<file path="src/design/button_press_classifier_queue_defines.svh">
// Assertion macros shared by the button press classifier queue RTL.
// Every macro samples on the rising edge of clk and is disabled while rst_n is low.
`ifndef BUTTON_PRESS_CLASSIFIER_QUEUE_DEFINES_SVH
`define BUTTON_PRESS_CLASSIFIER_QUEUE_DEFINES_SVH

// The consequent must hold in the same cycle as the antecedent.
`define BPCQ_ASSERT_SAME(label, ante, cons, msg) \
    label: assert property (@(posedge clk) disable iff (!rst_n) (ante) |-> (cons)) \
        else $error(msg);

// The consequent must hold in the cycle after the antecedent.
`define BPCQ_ASSERT_NEXT(label, ante, cons, msg) \
    label: assert property (@(posedge clk) disable iff (!rst_n) (ante) |=> (cons)) \
        else $error(msg);

`endif

</file>
<file path="src/design/bpcq_pkg.sv">
`timescale 1ns / 1ps

package bpcq_pkg;

    localparam int QUEUE_DEPTH  = 128;
    localparam int BUTTON_COUNT = 8;

    localparam int TIME_W   = 32;
    localparam int CFG_W    = 16;
    localparam int CFG_IDX_W = 2;
    localparam int LEVEL_W  = 8;
    localparam int BTN_W    = $clog2(BUTTON_COUNT);
    localparam int BCNT_W   = $clog2(BUTTON_COUNT + 1);
    localparam int STATE_W  = 2;
    localparam int ENTRY_W  = STATE_W + TIME_W;
    localparam int EBTN_W   = 3;
    localparam int EVT_W    = EBTN_W + 1;
    localparam int QIDX_W   = $clog2(QUEUE_DEPTH);
    localparam int QCNT_W   = $clog2(QUEUE_DEPTH + 1);
    localparam int QOUT_W   = 8;
    localparam int DROP_W   = 4;

    typedef logic [QCNT_W-1:0] qcnt_t;
    typedef logic [QIDX_W-1:0] qidx_t;
    typedef logic [QOUT_W-1:0] qout_t;
    typedef logic [DROP_W-1:0] drop_t;
    typedef logic [BTN_W-1:0]  bidx_t;
    typedef logic [BCNT_W-1:0] bcnt_t;
    typedef logic [TIME_W-1:0] time_t;
    typedef logic [CFG_W-1:0]  cfg_t;
    typedef logic [STATE_W-1:0] bstate_t;
    typedef logic [EBTN_W-1:0] ebtn_t;

    localparam qcnt_t QUEUE_FULL = qcnt_t'(QUEUE_DEPTH);
    localparam qidx_t QIDX_LAST  = qidx_t'(QUEUE_DEPTH - 1);
    localparam bcnt_t BCNT_END   = bcnt_t'(BUTTON_COUNT);
    localparam drop_t DROP_MAX   = '1;

    // Per-button tracking codes held in the button memory.
    localparam bstate_t ST_RELEASED = 2'd0;
    localparam bstate_t ST_PRESSED  = 2'd1;
    localparam bstate_t ST_WAITING  = 2'd2;

    // Item function codes.
    localparam logic FUNC_SCAN = 1'b0;
    localparam logic FUNC_POP  = 1'b1;

    // Configuration register indexes.
    localparam logic [CFG_IDX_W-1:0] REG_DEBOUNCE     = 2'd0;
    localparam logic [CFG_IDX_W-1:0] REG_LONG_HOLD    = 2'd1;
    localparam logic [CFG_IDX_W-1:0] REG_LONG_RELEASE = 2'd2;

    localparam cfg_t DEBOUNCE_RESET     = 16'd20;
    localparam cfg_t LONG_HOLD_RESET    = 16'd1300;
    localparam cfg_t LONG_RELEASE_RESET = 16'd1000;

endpackage

</file>
<file path="src/design/bpcq_item_if.sv">
`timescale 1ns / 1ps

interface bpcq_item_if;
    logic                             valid;
    logic                             ready;
    logic                             func;
    logic [bpcq_pkg::LEVEL_W-1:0]     button_levels;
    logic [bpcq_pkg::TIME_W-1:0]      now_ms;

    modport source (output valid, func, button_levels, now_ms, input ready);
    modport sink   (input valid, func, button_levels, now_ms, output ready);
endinterface

</file>
<file path="src/design/bpcq_result_if.sv">
`timescale 1ns / 1ps

interface bpcq_result_if;
    logic                             valid;
    logic                             ready;
    logic                             event_valid;
    logic [bpcq_pkg::EBTN_W-1:0]      event_button;
    logic                             event_long;
    logic [bpcq_pkg::DROP_W-1:0]      dropped_count;
    logic [bpcq_pkg::QOUT_W-1:0]      queue_count;

    modport source (output valid, event_valid, event_button, event_long, dropped_count,
                     queue_count, input ready);
    modport sink   (input valid, event_valid, event_button, event_long, dropped_count,
                     queue_count, output ready);
endinterface

</file>
<file path="src/design/bpcq_cfg_if.sv">
`timescale 1ns / 1ps

interface bpcq_cfg_if;
    logic                             valid;
    logic                             ready;
    logic [bpcq_pkg::CFG_IDX_W-1:0]   index;
    logic [bpcq_pkg::CFG_W-1:0]       data;

    modport source (output valid, index, data, input ready);
    modport sink   (input valid, index, data, output ready);
endinterface

</file>
<file path="src/design/button_press_classifier_queue.sv">
// Flow: a scan transaction makes one button memory access per button, 8 buttons, plus
// fill and wrap-up, before its result is ready; a pop reads the head of the event queue.
// Items: one item at a time; a new item is accepted once the previous result has
// been moved into the output register, which waits while the output holds an unaccepted result.
// Reset: asynchronous, active low; button tracking reads as released with time zero,
// the event queue is empty and the thresholds return to 20, 1300 and 1000 ms.
`timescale 1ns / 1ps
`include "button_press_classifier_queue_defines.svh"

module button_press_classifier_queue (
    input  logic                 clk,
    input  logic                 rst_n,
    bpcq_item_if.sink            item,
    bpcq_result_if.source        result,
    bpcq_cfg_if.sink             cfg
);

    typedef enum logic [3:0] {
        S_IDLE = 4'b0001,
        S_SCAN = 4'b0010,
        S_POP  = 4'b0100,
        S_DONE = 4'b1000
    } state_t;

    state_t               state_reg, state_next;
    bpcq_pkg::cfg_t       debounce_reg, long_hold_reg, long_release_reg;
    bpcq_pkg::bcnt_t      scan_cnt_reg, scan_cnt_next;
    logic                 proc_valid_reg, proc_valid_next;
    bpcq_pkg::bidx_t      proc_idx_reg, proc_idx_next;
    logic [bpcq_pkg::LEVEL_W-1:0] levels_reg, levels_next;
    bpcq_pkg::time_t      now_reg, now_next;
    logic [bpcq_pkg::BUTTON_COUNT-1:0] init_reg, init_next;
    bpcq_pkg::qidx_t      wr_idx_reg, wr_idx_next;
    bpcq_pkg::qidx_t      rd_idx_reg, rd_idx_next;
    bpcq_pkg::qcnt_t      total_reg, total_next;
    bpcq_pkg::drop_t      drops_reg, drops_next;
    logic                 res_valid_reg, res_valid_next;
    bpcq_pkg::ebtn_t      res_button_reg, res_button_next;
    logic                 res_long_reg, res_long_next;
    logic                 out_valid_reg, out_valid_next;
    logic                 out_event_reg, out_event_next;
    bpcq_pkg::ebtn_t      out_button_reg, out_button_next;
    logic                 out_long_reg, out_long_next;
    bpcq_pkg::drop_t      out_drops_reg, out_drops_next;
    bpcq_pkg::qout_t      out_count_reg, out_count_next;

    logic                 item_fire;
    logic                 cfg_fire;

    logic                 btn_we;
    logic [bpcq_pkg::ENTRY_W-1:0] btn_wdata, btn_rdata;
    logic                 ev_we;
    logic [bpcq_pkg::EVT_W-1:0] ev_wdata, ev_rdata;

    bpcq_pkg::bstate_t    cur_st, new_st;
    bpcq_pkg::time_t      cur_mark, new_mark, elapsed;
    logic                 push, push_long;

    assign item_fire = item.valid && item.ready;
    assign cfg_fire  = cfg.valid && cfg.ready;

    assign item.ready = (state_reg == S_IDLE);
    assign cfg.ready  = 1'b1;

    assign result.valid         = out_valid_reg;
    assign result.event_valid   = out_event_reg;
    assign result.event_button  = out_button_reg;
    assign result.event_long    = out_long_reg;
    assign result.dropped_count = out_drops_reg;
    assign result.queue_count   = out_count_reg;

    // Button memory entry: tracking code above the mark time.
    bpcq_ram #(
        .WIDTH (bpcq_pkg::ENTRY_W),
        .DEPTH (bpcq_pkg::BUTTON_COUNT)
    ) u_btn_ram (
        .clk   (clk),
        .we    (btn_we),
        .waddr (proc_idx_reg),
        .wdata (btn_wdata),
        .raddr (scan_cnt_reg[bpcq_pkg::BTN_W-1:0]),
        .rdata (btn_rdata)
    );

    // Event memory entry: long flag above the button index.
    bpcq_ram #(
        .WIDTH (bpcq_pkg::EVT_W),
        .DEPTH (bpcq_pkg::QUEUE_DEPTH)
    ) u_ev_ram (
        .clk   (clk),
        .we    (ev_we),
        .waddr (wr_idx_reg),
        .wdata (ev_wdata),
        .raddr (rd_idx_reg),
        .rdata (ev_rdata)
    );

    // Per-button update on the entry that arrived from the button memory. An entry
    // never written since reset reads as released with mark time zero.
    always_comb
    begin
        cur_st    = init_reg[proc_idx_reg] ? btn_rdata[bpcq_pkg::ENTRY_W-1:bpcq_pkg::TIME_W]
                                           : bpcq_pkg::ST_RELEASED;
        cur_mark  = init_reg[proc_idx_reg] ? btn_rdata[bpcq_pkg::TIME_W-1:0] : '0;
        elapsed   = now_reg - cur_mark;
        new_st    = cur_st;
        new_mark  = cur_mark;
        push      = 1'b0;
        push_long = 1'b0;
        if (!levels_reg[proc_idx_reg])
        begin
            case (cur_st)
                bpcq_pkg::ST_RELEASED:
                begin
                    if (elapsed >= bpcq_pkg::time_t'(debounce_reg))
                    begin
                        new_st   = bpcq_pkg::ST_PRESSED;
                        new_mark = now_reg;
                    end
                end
                bpcq_pkg::ST_PRESSED:
                begin
                    if (elapsed >= bpcq_pkg::time_t'(long_hold_reg))
                    begin
                        push      = 1'b1;
                        push_long = 1'b1;
                        new_st    = bpcq_pkg::ST_WAITING;
                    end
                end
                default:
                begin
                end
            endcase
        end
        else
        begin
            if (cur_st == bpcq_pkg::ST_PRESSED)
            begin
                push      = 1'b1;
                push_long = (elapsed > bpcq_pkg::time_t'(long_release_reg));
            end
            new_st   = bpcq_pkg::ST_RELEASED;
            new_mark = now_reg;
        end
    end

    always_comb
    begin
        state_next      = state_reg;
        scan_cnt_next   = scan_cnt_reg;
        proc_valid_next = proc_valid_reg;
        proc_idx_next   = proc_idx_reg;
        levels_next     = levels_reg;
        now_next        = now_reg;
        init_next       = init_reg;
        wr_idx_next     = wr_idx_reg;
        rd_idx_next     = rd_idx_reg;
        total_next      = total_reg;
        drops_next      = drops_reg;
        res_valid_next  = res_valid_reg;
        res_button_next = res_button_reg;
        res_long_next   = res_long_reg;
        out_valid_next  = out_valid_reg;
        out_event_next  = out_event_reg;
        out_button_next = out_button_reg;
        out_long_next   = out_long_reg;
        out_drops_next  = out_drops_reg;
        out_count_next  = out_count_reg;
        btn_we          = 1'b0;
        btn_wdata       = {new_st, new_mark};
        ev_we           = 1'b0;
        ev_wdata        = {push_long, bpcq_pkg::ebtn_t'(proc_idx_reg)};

        if (result.valid && result.ready)
        begin
            out_valid_next = 1'b0;
        end

        case (state_reg)
            S_IDLE:
            begin
                if (item_fire)
                begin
                    levels_next     = item.button_levels;
                    now_next        = item.now_ms;
                    drops_next      = '0;
                    res_valid_next  = 1'b0;
                    res_button_next = '0;
                    res_long_next   = 1'b0;
                    if (item.func == bpcq_pkg::FUNC_POP)
                    begin
                        state_next = S_POP;
                    end
                    else
                    begin
                        state_next      = S_SCAN;
                        scan_cnt_next   = '0;
                        proc_valid_next = 1'b0;
                    end
                end
            end
            S_SCAN:
            begin
                // Reads run one button ahead of the update, so the write to one entry
                // never meets a read of the same entry.
                if (scan_cnt_reg < bpcq_pkg::BCNT_END)
                begin
                    proc_valid_next = 1'b1;
                    proc_idx_next   = scan_cnt_reg[bpcq_pkg::BTN_W-1:0];
                    scan_cnt_next   = scan_cnt_reg + 1'b1;
                end
                else
                begin
                    proc_valid_next = 1'b0;
                    state_next      = S_DONE;
                end
                if (proc_valid_reg)
                begin
                    btn_we                  = 1'b1;
                    init_next[proc_idx_reg] = 1'b1;
                    if (push)
                    begin
                        if (total_reg >= bpcq_pkg::QUEUE_FULL)
                        begin
                            if (drops_reg != bpcq_pkg::DROP_MAX)
                            begin
                                drops_next = drops_reg + 1'b1;
                            end
                        end
                        else
                        begin
                            ev_we       = 1'b1;
                            wr_idx_next = (wr_idx_reg == bpcq_pkg::QIDX_LAST) ? '0
                                                                             : wr_idx_reg + 1'b1;
                            total_next  = total_reg + 1'b1;
                        end
                    end
                end
            end
            S_POP:
            begin
                if (total_reg != '0)
                begin
                    res_valid_next  = 1'b1;
                    res_button_next = ev_rdata[bpcq_pkg::EBTN_W-1:0];
                    res_long_next   = ev_rdata[bpcq_pkg::EVT_W-1];
                    rd_idx_next     = (rd_idx_reg == bpcq_pkg::QIDX_LAST) ? '0
                                                                         : rd_idx_reg + 1'b1;
                    total_next      = total_reg - 1'b1;
                end
                state_next = S_DONE;
            end
            S_DONE:
            begin
                if (!out_valid_reg || result.ready)
                begin
                    out_valid_next  = 1'b1;
                    out_event_next  = res_valid_reg;
                    out_button_next = res_button_reg;
                    out_long_next   = res_long_reg;
                    out_drops_next  = drops_reg;
                    out_count_next  = bpcq_pkg::qout_t'(total_reg);
                    state_next      = S_IDLE;
                end
            end
            default:
            begin
                state_next = S_IDLE;
            end
        endcase
    end

    always_ff @(posedge clk or negedge rst_n)
    begin
        if (!rst_n)
        begin
            state_reg        <= S_IDLE;
            debounce_reg     <= bpcq_pkg::DEBOUNCE_RESET;
            long_hold_reg    <= bpcq_pkg::LONG_HOLD_RESET;
            long_release_reg <= bpcq_pkg::LONG_RELEASE_RESET;
            scan_cnt_reg     <= '0;
            proc_valid_reg   <= 1'b0;
            init_reg         <= '0;
            wr_idx_reg       <= '0;
            rd_idx_reg       <= '0;
            total_reg        <= '0;
            drops_reg        <= '0;
            out_valid_reg    <= 1'b0;
        end
        else
        begin
            state_reg      <= state_next;
            scan_cnt_reg   <= scan_cnt_next;
            proc_valid_reg <= proc_valid_next;
            init_reg       <= init_next;
            wr_idx_reg     <= wr_idx_next;
            rd_idx_reg     <= rd_idx_next;
            total_reg      <= total_next;
            drops_reg      <= drops_next;
            out_valid_reg  <= out_valid_next;
            if (cfg_fire)
            begin
                case (cfg.index)
                    bpcq_pkg::REG_DEBOUNCE:     debounce_reg     <= cfg.data;
                    bpcq_pkg::REG_LONG_HOLD:    long_hold_reg    <= cfg.data;
                    bpcq_pkg::REG_LONG_RELEASE: long_release_reg <= cfg.data;
                    default:
                    begin
                    end
                endcase
            end
        end
    end

    always_ff @(posedge clk)
    begin
        proc_idx_reg   <= proc_idx_next;
        levels_reg     <= levels_next;
        now_reg        <= now_next;
        res_valid_reg  <= res_valid_next;
        res_button_reg <= res_button_next;
        res_long_reg   <= res_long_next;
        out_event_reg  <= out_event_next;
        out_button_reg <= out_button_next;
        out_long_reg   <= out_long_next;
        out_drops_reg  <= out_drops_next;
        out_count_reg  <= out_count_next;
    end

    `BPCQ_ASSERT_SAME(a_total_bound, 1'b1, total_reg <= bpcq_pkg::QUEUE_FULL,
        "queue count above depth")
    `BPCQ_ASSERT_SAME(a_no_write_full, ev_we, total_reg < bpcq_pkg::QUEUE_FULL,
        "event written into full queue")
    `BPCQ_ASSERT_SAME(a_empty_ptrs, total_reg == '0, wr_idx_reg == rd_idx_reg,
        "empty queue with unequal pointers")
    `BPCQ_ASSERT_NEXT(a_busy_after_accept, item_fire, state_reg != S_IDLE,
        "accepted item left no work")
    `BPCQ_ASSERT_SAME(a_drop_on_scan_only, out_valid_reg && out_drops_reg != '0,
        !out_event_reg, "drops reported with a popped event")

endmodule

</file>
<file path="src/design/bpcq_ram.sv">
`timescale 1ns / 1ps

module bpcq_ram #(
    parameter int WIDTH = 8,
    parameter int DEPTH = 16
) (
    input  logic                     clk,
    input  logic                     we,
    input  logic [$clog2(DEPTH)-1:0] waddr,
    input  logic [WIDTH-1:0]         wdata,
    input  logic [$clog2(DEPTH)-1:0] raddr,
    output logic [WIDTH-1:0]         rdata
);

    logic [WIDTH-1:0] mem [DEPTH];

    always_ff @(posedge clk)
    begin
        if (we)
        begin
            mem[waddr] <= wdata;
        end
        rdata <= mem[raddr];
    end

endmodule

</file>
<file path="src/flat_wrapper.sv">
// flat-port wrapper written by rule: the top's interface ports become plain ports
module button_press_classifier_queue_flat 
  (clk, rst_n, item_valid, item_func, item_button_levels, item_now_ms, item_ready, result_valid, result_event_valid, result_event_button, result_event_long, result_dropped_count, result_queue_count, result_ready, cfg_valid, cfg_index, cfg_data, cfg_ready);
  bpcq_item_if item_i ();
  bpcq_result_if result_i ();
  bpcq_cfg_if cfg_i ();
  input  logic clk;
  input  logic rst_n;
  input wire logic [$bits(item_i.valid)-1:0] item_valid;
  input wire logic [$bits(item_i.func)-1:0] item_func;
  input wire logic [$bits(item_i.button_levels)-1:0] item_button_levels;
  input wire logic [$bits(item_i.now_ms)-1:0] item_now_ms;
  output wire logic [$bits(item_i.ready)-1:0] item_ready;
  output wire logic [$bits(result_i.valid)-1:0] result_valid;
  output wire logic [$bits(result_i.event_valid)-1:0] result_event_valid;
  output wire logic [$bits(result_i.event_button)-1:0] result_event_button;
  output wire logic [$bits(result_i.event_long)-1:0] result_event_long;
  output wire logic [$bits(result_i.dropped_count)-1:0] result_dropped_count;
  output wire logic [$bits(result_i.queue_count)-1:0] result_queue_count;
  input wire logic [$bits(result_i.ready)-1:0] result_ready;
  input wire logic [$bits(cfg_i.valid)-1:0] cfg_valid;
  input wire logic [$bits(cfg_i.index)-1:0] cfg_index;
  input wire logic [$bits(cfg_i.data)-1:0] cfg_data;
  output wire logic [$bits(cfg_i.ready)-1:0] cfg_ready;
  assign item_i.valid = item_valid;
  assign item_i.func = item_func;
  assign item_i.button_levels = item_button_levels;
  assign item_i.now_ms = item_now_ms;
  assign item_ready = item_i.ready;
  assign result_valid = result_i.valid;
  assign result_event_valid = result_i.event_valid;
  assign result_event_button = result_i.event_button;
  assign result_event_long = result_i.event_long;
  assign result_dropped_count = result_i.dropped_count;
  assign result_queue_count = result_i.queue_count;
  assign result_i.ready = result_ready;
  assign cfg_i.valid = cfg_valid;
  assign cfg_i.index = cfg_index;
  assign cfg_i.data = cfg_data;
  assign cfg_ready = cfg_i.ready;
  button_press_classifier_queue u_core (.clk(clk), .rst_n(rst_n), .item(item_i), .result(result_i), .cfg(cfg_i));
endmodule
</file>
<file path="config.mk">
export PLATFORM = sky130hd
export DESIGN_NAME = button_press_classifier_queue_flat
export DESIGN_NICKNAME = d
export VERILOG_FILES = /design/src/design/bpcq_pkg.sv /design/src/design/bpcq_item_if.sv /design/src/design/bpcq_result_if.sv /design/src/design/bpcq_cfg_if.sv /design/src/design/button_press_classifier_queue.sv /design/src/design/bpcq_ram.sv /design/src/flat_wrapper.sv
export VERILOG_INCLUDE_DIRS = /design/src /design/src/design
export SDC_FILE = /design/constraint.sdc
export NUM_CORES = 1
export LEC_CHECK = 0
export BUFFER_PORTS_ARGS = -buffer_cell sky130_fd_sc_hd__buf_2
export CAP_MARGIN = 25
export CORE_ASPECT_RATIO = 0.7
export CORE_MARGIN = 4
export CORE_UTILIZATION = 40
export DETAILED_ROUTE_END_ITERATION = 8
export PLACE_DENSITY = 0.53
export SYNTH_ARGS = -nofsm -noshare
export SYNTH_HDL_FRONTEND = slang
export SYNTH_HIERARCHICAL = 1
export SYNTH_SLANG_ARGS = --single-unit
export TNS_END_PERCENT = 10
</file>
<file path="constraint.sdc">
create_clock -name clk -period 22.9 [get_ports clk]
set_clock_uncertainty 0.15 [all_clocks]
set_input_delay 4.58 -clock clk [delete_from_list [all_inputs] [get_ports clk]]
set_output_delay 4.58 -clock clk [all_outputs]
set_load 0.005 [all_outputs]
</file>
==> impl_metrics.tcl <==
set metrics [dict create \
    timing.critical_path.to "u_core/u_btn_ram/mem[7][21]" \
    avgRoutedWirePerCell_um 24.1 \
    post_synth_num_cell_types 72 \
    last_weighted_congestion_value_of_the_routability_driven_placer 0.896 \
    final_min_period_over_clock_period 0.378 \
    max_ir_drop_vdd_uv 55.7 \
    static-leakage-power_nw 15.8 \
    post_cts.resized_instances 0 \
    synth.yosys.seq_area_share 0.694 \
    num_antenna_cells 0 \
    die_height_um 276 \
    nets 2629 \
    yosys_register_bits 979 \
    hold_buffers 0 \
    worstPathCellList "buf_4, buf_4, and3_1, a21oi_1, o21ai_2, buf_4, nand2_1, ha_1, a21oi_1, nand2_1, o21ai_1, o21ai_1, or3_1, a2111oi_0, or4b_1, nor4_4, o2111ai_1, a21boi_4, buf_4, mux2i_1" \
    report.final.setup_viol 0 \
    clock-root-buffer "sky130_fd_sc_hd__clkbuf_16" \
    report.final.slew_viol_count 0 \
    synth_top_cell_area_share 0.619 \
    ant_nets 0 \
    firstDrtPassIters 5 \
    drt_drc_violations_left 0 \
    io_buffers 82 \
    syn-num-nets 2505 \
    dieWidth_um 392 \
    cts_num_sinks 979 \
    crit_path_end_kind "flop" \
    vias 21475 \
    synth_enable_flop_cells 849 \
    number_of_rows_in_the_core_area 98 \
    worst-path-max-fanout 84 \
    grt_first_pass_wirelength_um 142000 \
    vias_per_cell 5.50 \
    setup_total_negative_slack_ns 0 \
    fin_total_pwr_mw 4.54 \
    postSynthAreaPerCell_um2 17.5 \
    timing_worst_setup_path_type "reg2reg" \
    antenna_violations_before_repair 0 \
    critical-path-max-stage-delay_ns 0.80 \
    critical_path_required_ns 23.11 \
    timing.hold.worst.class "reg2reg" \
    yosys_warnings 6 \
    timing.rr.end "u_core/u_btn_ram/mem[7][21]" \
    layout-drive-gt1-share 0.246 \
    worst_path_slowest_cell "sky130_fd_sc_hd__buf_4" \
    worst-slew-pin-transition_ns 0.987 \
    initial_util 0.403 \
    timing.final.crit_period_ns 8.66 \
    total_congestion_overflow_after_global_routing 0 \
    dp.final_hpwl_um 59200 \
    grt_most_used_layer "met1" \
    number_of_flip_flops_in_the_largest_register 512 \
    largest_registers "u_core/u_ev_ram/mem (512), u_core/u_btn_ram/mem (272), u_core/u_btn_ram/rdata (34)" \
    setup.reg_to_reg.worst_slack_ns 14.24 \
    grt_util_met2 0.243 \
    die-area_um2 108000 \
    crit_arrival_ns 8.88 \
    worstSetupStartpoint "u_core/proc_idx_reg[1]" \
    slew-limit-headroom 0.337 \
    detailedPlace.worstSlack_ns 14.28 \
    dp.cells 3720 \
    detail_route.iter0.violations 1821 \
    tritoncts.num_buffers 96 \
    cts.reportedPaths.clkPinSlew_ns 0.06 \
    final_area_um2 46600 \
    postSynth.asyncResetShare 0.0940 \
    grtUsageTotal 0.173 \
    synth_top_cell_by_area "sky130_fd_sc_hd__edfxtp_1" \
    grt_pass1_vias 21679 \
    clock_tree_from_tritoncts "yes" \
    cts_setup_buffers 0 \
    grt_max_degree 85 \
    outcome "finished, final reports clean" \
    rr_startpoint "u_core/proc_idx_reg[1]" \
    f_max_mhz 115 \
    area_post_placement_um2 43200 \
    postLayoutSetupSlackWorst_ns 14.24 \
    floorplan.io_pins 84 \
    hold_ws_ns 0.269 \
    rsz_0062_raised_after_global_routing "false" \
    drt_wl_total_um 93900 \
    power_density_nw_per_um2 97.5 \
    top_flip_flop_cell_by_instance_count_after_synthesis "sky130_fd_sc_hd__edfxtp_1" \
    area_added_between_synthesis_and_finish_pct 13.2 \
    largest-register "u_core/u_ev_ram/mem" \
    timing.critical_path.mode_cell "sky130_fd_sc_hd__buf_4" \
    critical_path.startpoint_type "flop" \
    ctsLongestPathBuffers 3 \
    worst_skew_pair.late_latency_ns 0.68 \
    maxCapViolCount 0 \
    grt_util_met3 0.0444 \
    clock_tree.htree_level_count 3 \
    fp.coreArea_um2 102000 \
    number_of_hold_violations_in_the_final_report 0 \
    synthesis.area_um2 41200 \
    fin_util 0.456 \
    syn-instance-count 2348 \
    reg2regPathDepth 20 \
    globalRouteMet1Util 0.273 \
    final-instance-count-excl-fill 3904 \
    fill_cells 8661 \
    netlist_top_cells_area "sky130_fd_sc_hd__edfxtp_1 62%, sky130_fd_sc_hd__mux4_2 12%, sky130_fd_sc_hd__dfrtp_1 4.8%" \
]
==> final cells by class <==
type	instances	area (um2)	share of cell area
flip-flops and latches	979	28600	0.613
multi-input cells	1170	11800	0.253
clock buffers	117	2600	0.0559
well taps	1350	1690	0.0362
repair buffers	126	842	0.0181
clock inverters	63	703	0.0151
inverters	99	372	0.00797
==> report_power, final <==
part | internal [mW] | total [mW] | switching, mW
logic | 0.332 | 0.784 | 0.451
clock network | 0.961 | 1.64 | 0.677
registers | 2.07 | 2.12 | 0.0539
==> placed cells by master (no fill, tap or decap), drive strengths merged, types with 5 or more instances in the layout <==
| cell | Yosys | final |
|---|---|---|
| and3 | 5 | 5 |
| a21o | 27 | 27 |
| o21bai | 11 | 11 |
| inv | 99 | 103 |
| clkinv | 0 | 41 |
| or3 | 10 | 10 |
| ha | 91 | 91 |
| nor2b | 15 | 15 |
| o211ai | 5 | 5 |
| dfrtp | 79 | 79 |
| buf | 43 | 126 |
| nand2b | 23 | 23 |
| a31oi | 9 | 9 |
| a21oi | 59 | 59 |
| dfxtp | 38 | 38 |
| nand3 | 29 | 29 |
| bufinv | 0 | 13 |
| xnor2 | 22 | 22 |
| xor2 | 9 | 9 |
| nor4 | 6 | 6 |
| nor2 | 177 | 177 |
| o21a | 8 | 8 |
| mux2i | 43 | 43 |
| nand4 | 23 | 23 |
| clkinvlp | 0 | 5 |
| and2 | 6 | 6 |
| a211oi | 10 | 10 |
| nand2 | 130 | 130 |
| edfxtp | 849 | 849 |
| o21ai | 65 | 65 |
| mux2 | 80 | 80 |
| nor3 | 24 | 24 |
| dfstp | 13 | 13 |
| mux4 | 237 | 237 |
| clkbuf | 57 | 117 |
==> critical path: cells and delay by family (launching register included) <==
family	cells	cell delay [ns]
adders and majority gates	1	0.37
and+or+nand+nor	6	2.14
DFF	1	0.32
AOI/OAI and AO/OA	8	2.21
muxes	1	0.74
buffers and inverters	4	2.26
==> cell usage after synthesis (all sizes together), types with 29 or more instances <==
master	instances
clkbuf	57
edfxtp	849
mux2	80
mux2i	43
ha	91
dfxtp	38
dfrtp	79
mux4	237
a21oi	59
nand3	29
buf	43
nor2	177
inv	99
o21ai	65
nand2	130
==> how the worst min path moves through the flow <==
| stage | cells past startpoint | start | slack [ns] | to |
|---|---|---|---|---|
| after detailed placement | 0 | u_core/res_valid_reg | 0.26 | u_core/result.event_valid |
| after floorplan | 0 | u_core/res_button_reg[0] | 0.25 | u_core/result.event_button[0] |
| after global placement | 0 | u_core/res_valid_reg | 0.26 | u_core/result.event_valid |
| final | 0 | u_core/res_button_reg[2] | 0.27 | u_core/result.event_button[2] |
| after global routing | 0 | u_core/res_valid_reg | 0.27 | u_core/result.event_valid |
| after CTS | 0 | u_core/res_valid_reg | 0.27 | u_core/result.event_valid |
==> kinds of logic (layout without fill, tap and decap cells) <==
| kind of cell | after synthesis | after routing | synth area share |
|---|---|---|---|
| flops | 979 | 979 | 0.694 |
| compound gates | 227 | 227 | 0.0351 |
| buf+inv | 199 | 405 | 0.0212 |
| other cells | 1 | 1 | 0.0000910 |
| simple gates | 458 | 458 | 0.0499 |
| xor+xnor | 31 | 31 | 0.00659 |
| mux | 360 | 360 | 0.165 |
| fa+ha+maj | 93 | 93 | 0.0286 |
==> routing by layer <==
| metal | vias to the layer above | part of all wire |
|---|---|---|
| met1 | 11296 | 0.48 |
| met2 | 599 | 0.43 |
| met5 | - | 0 |
| li1 | 9471 | - |
| met4 | 0 | 0.017 |
| met3 | 109 | 0.071 |
Power figures use the tool's default switching activity.
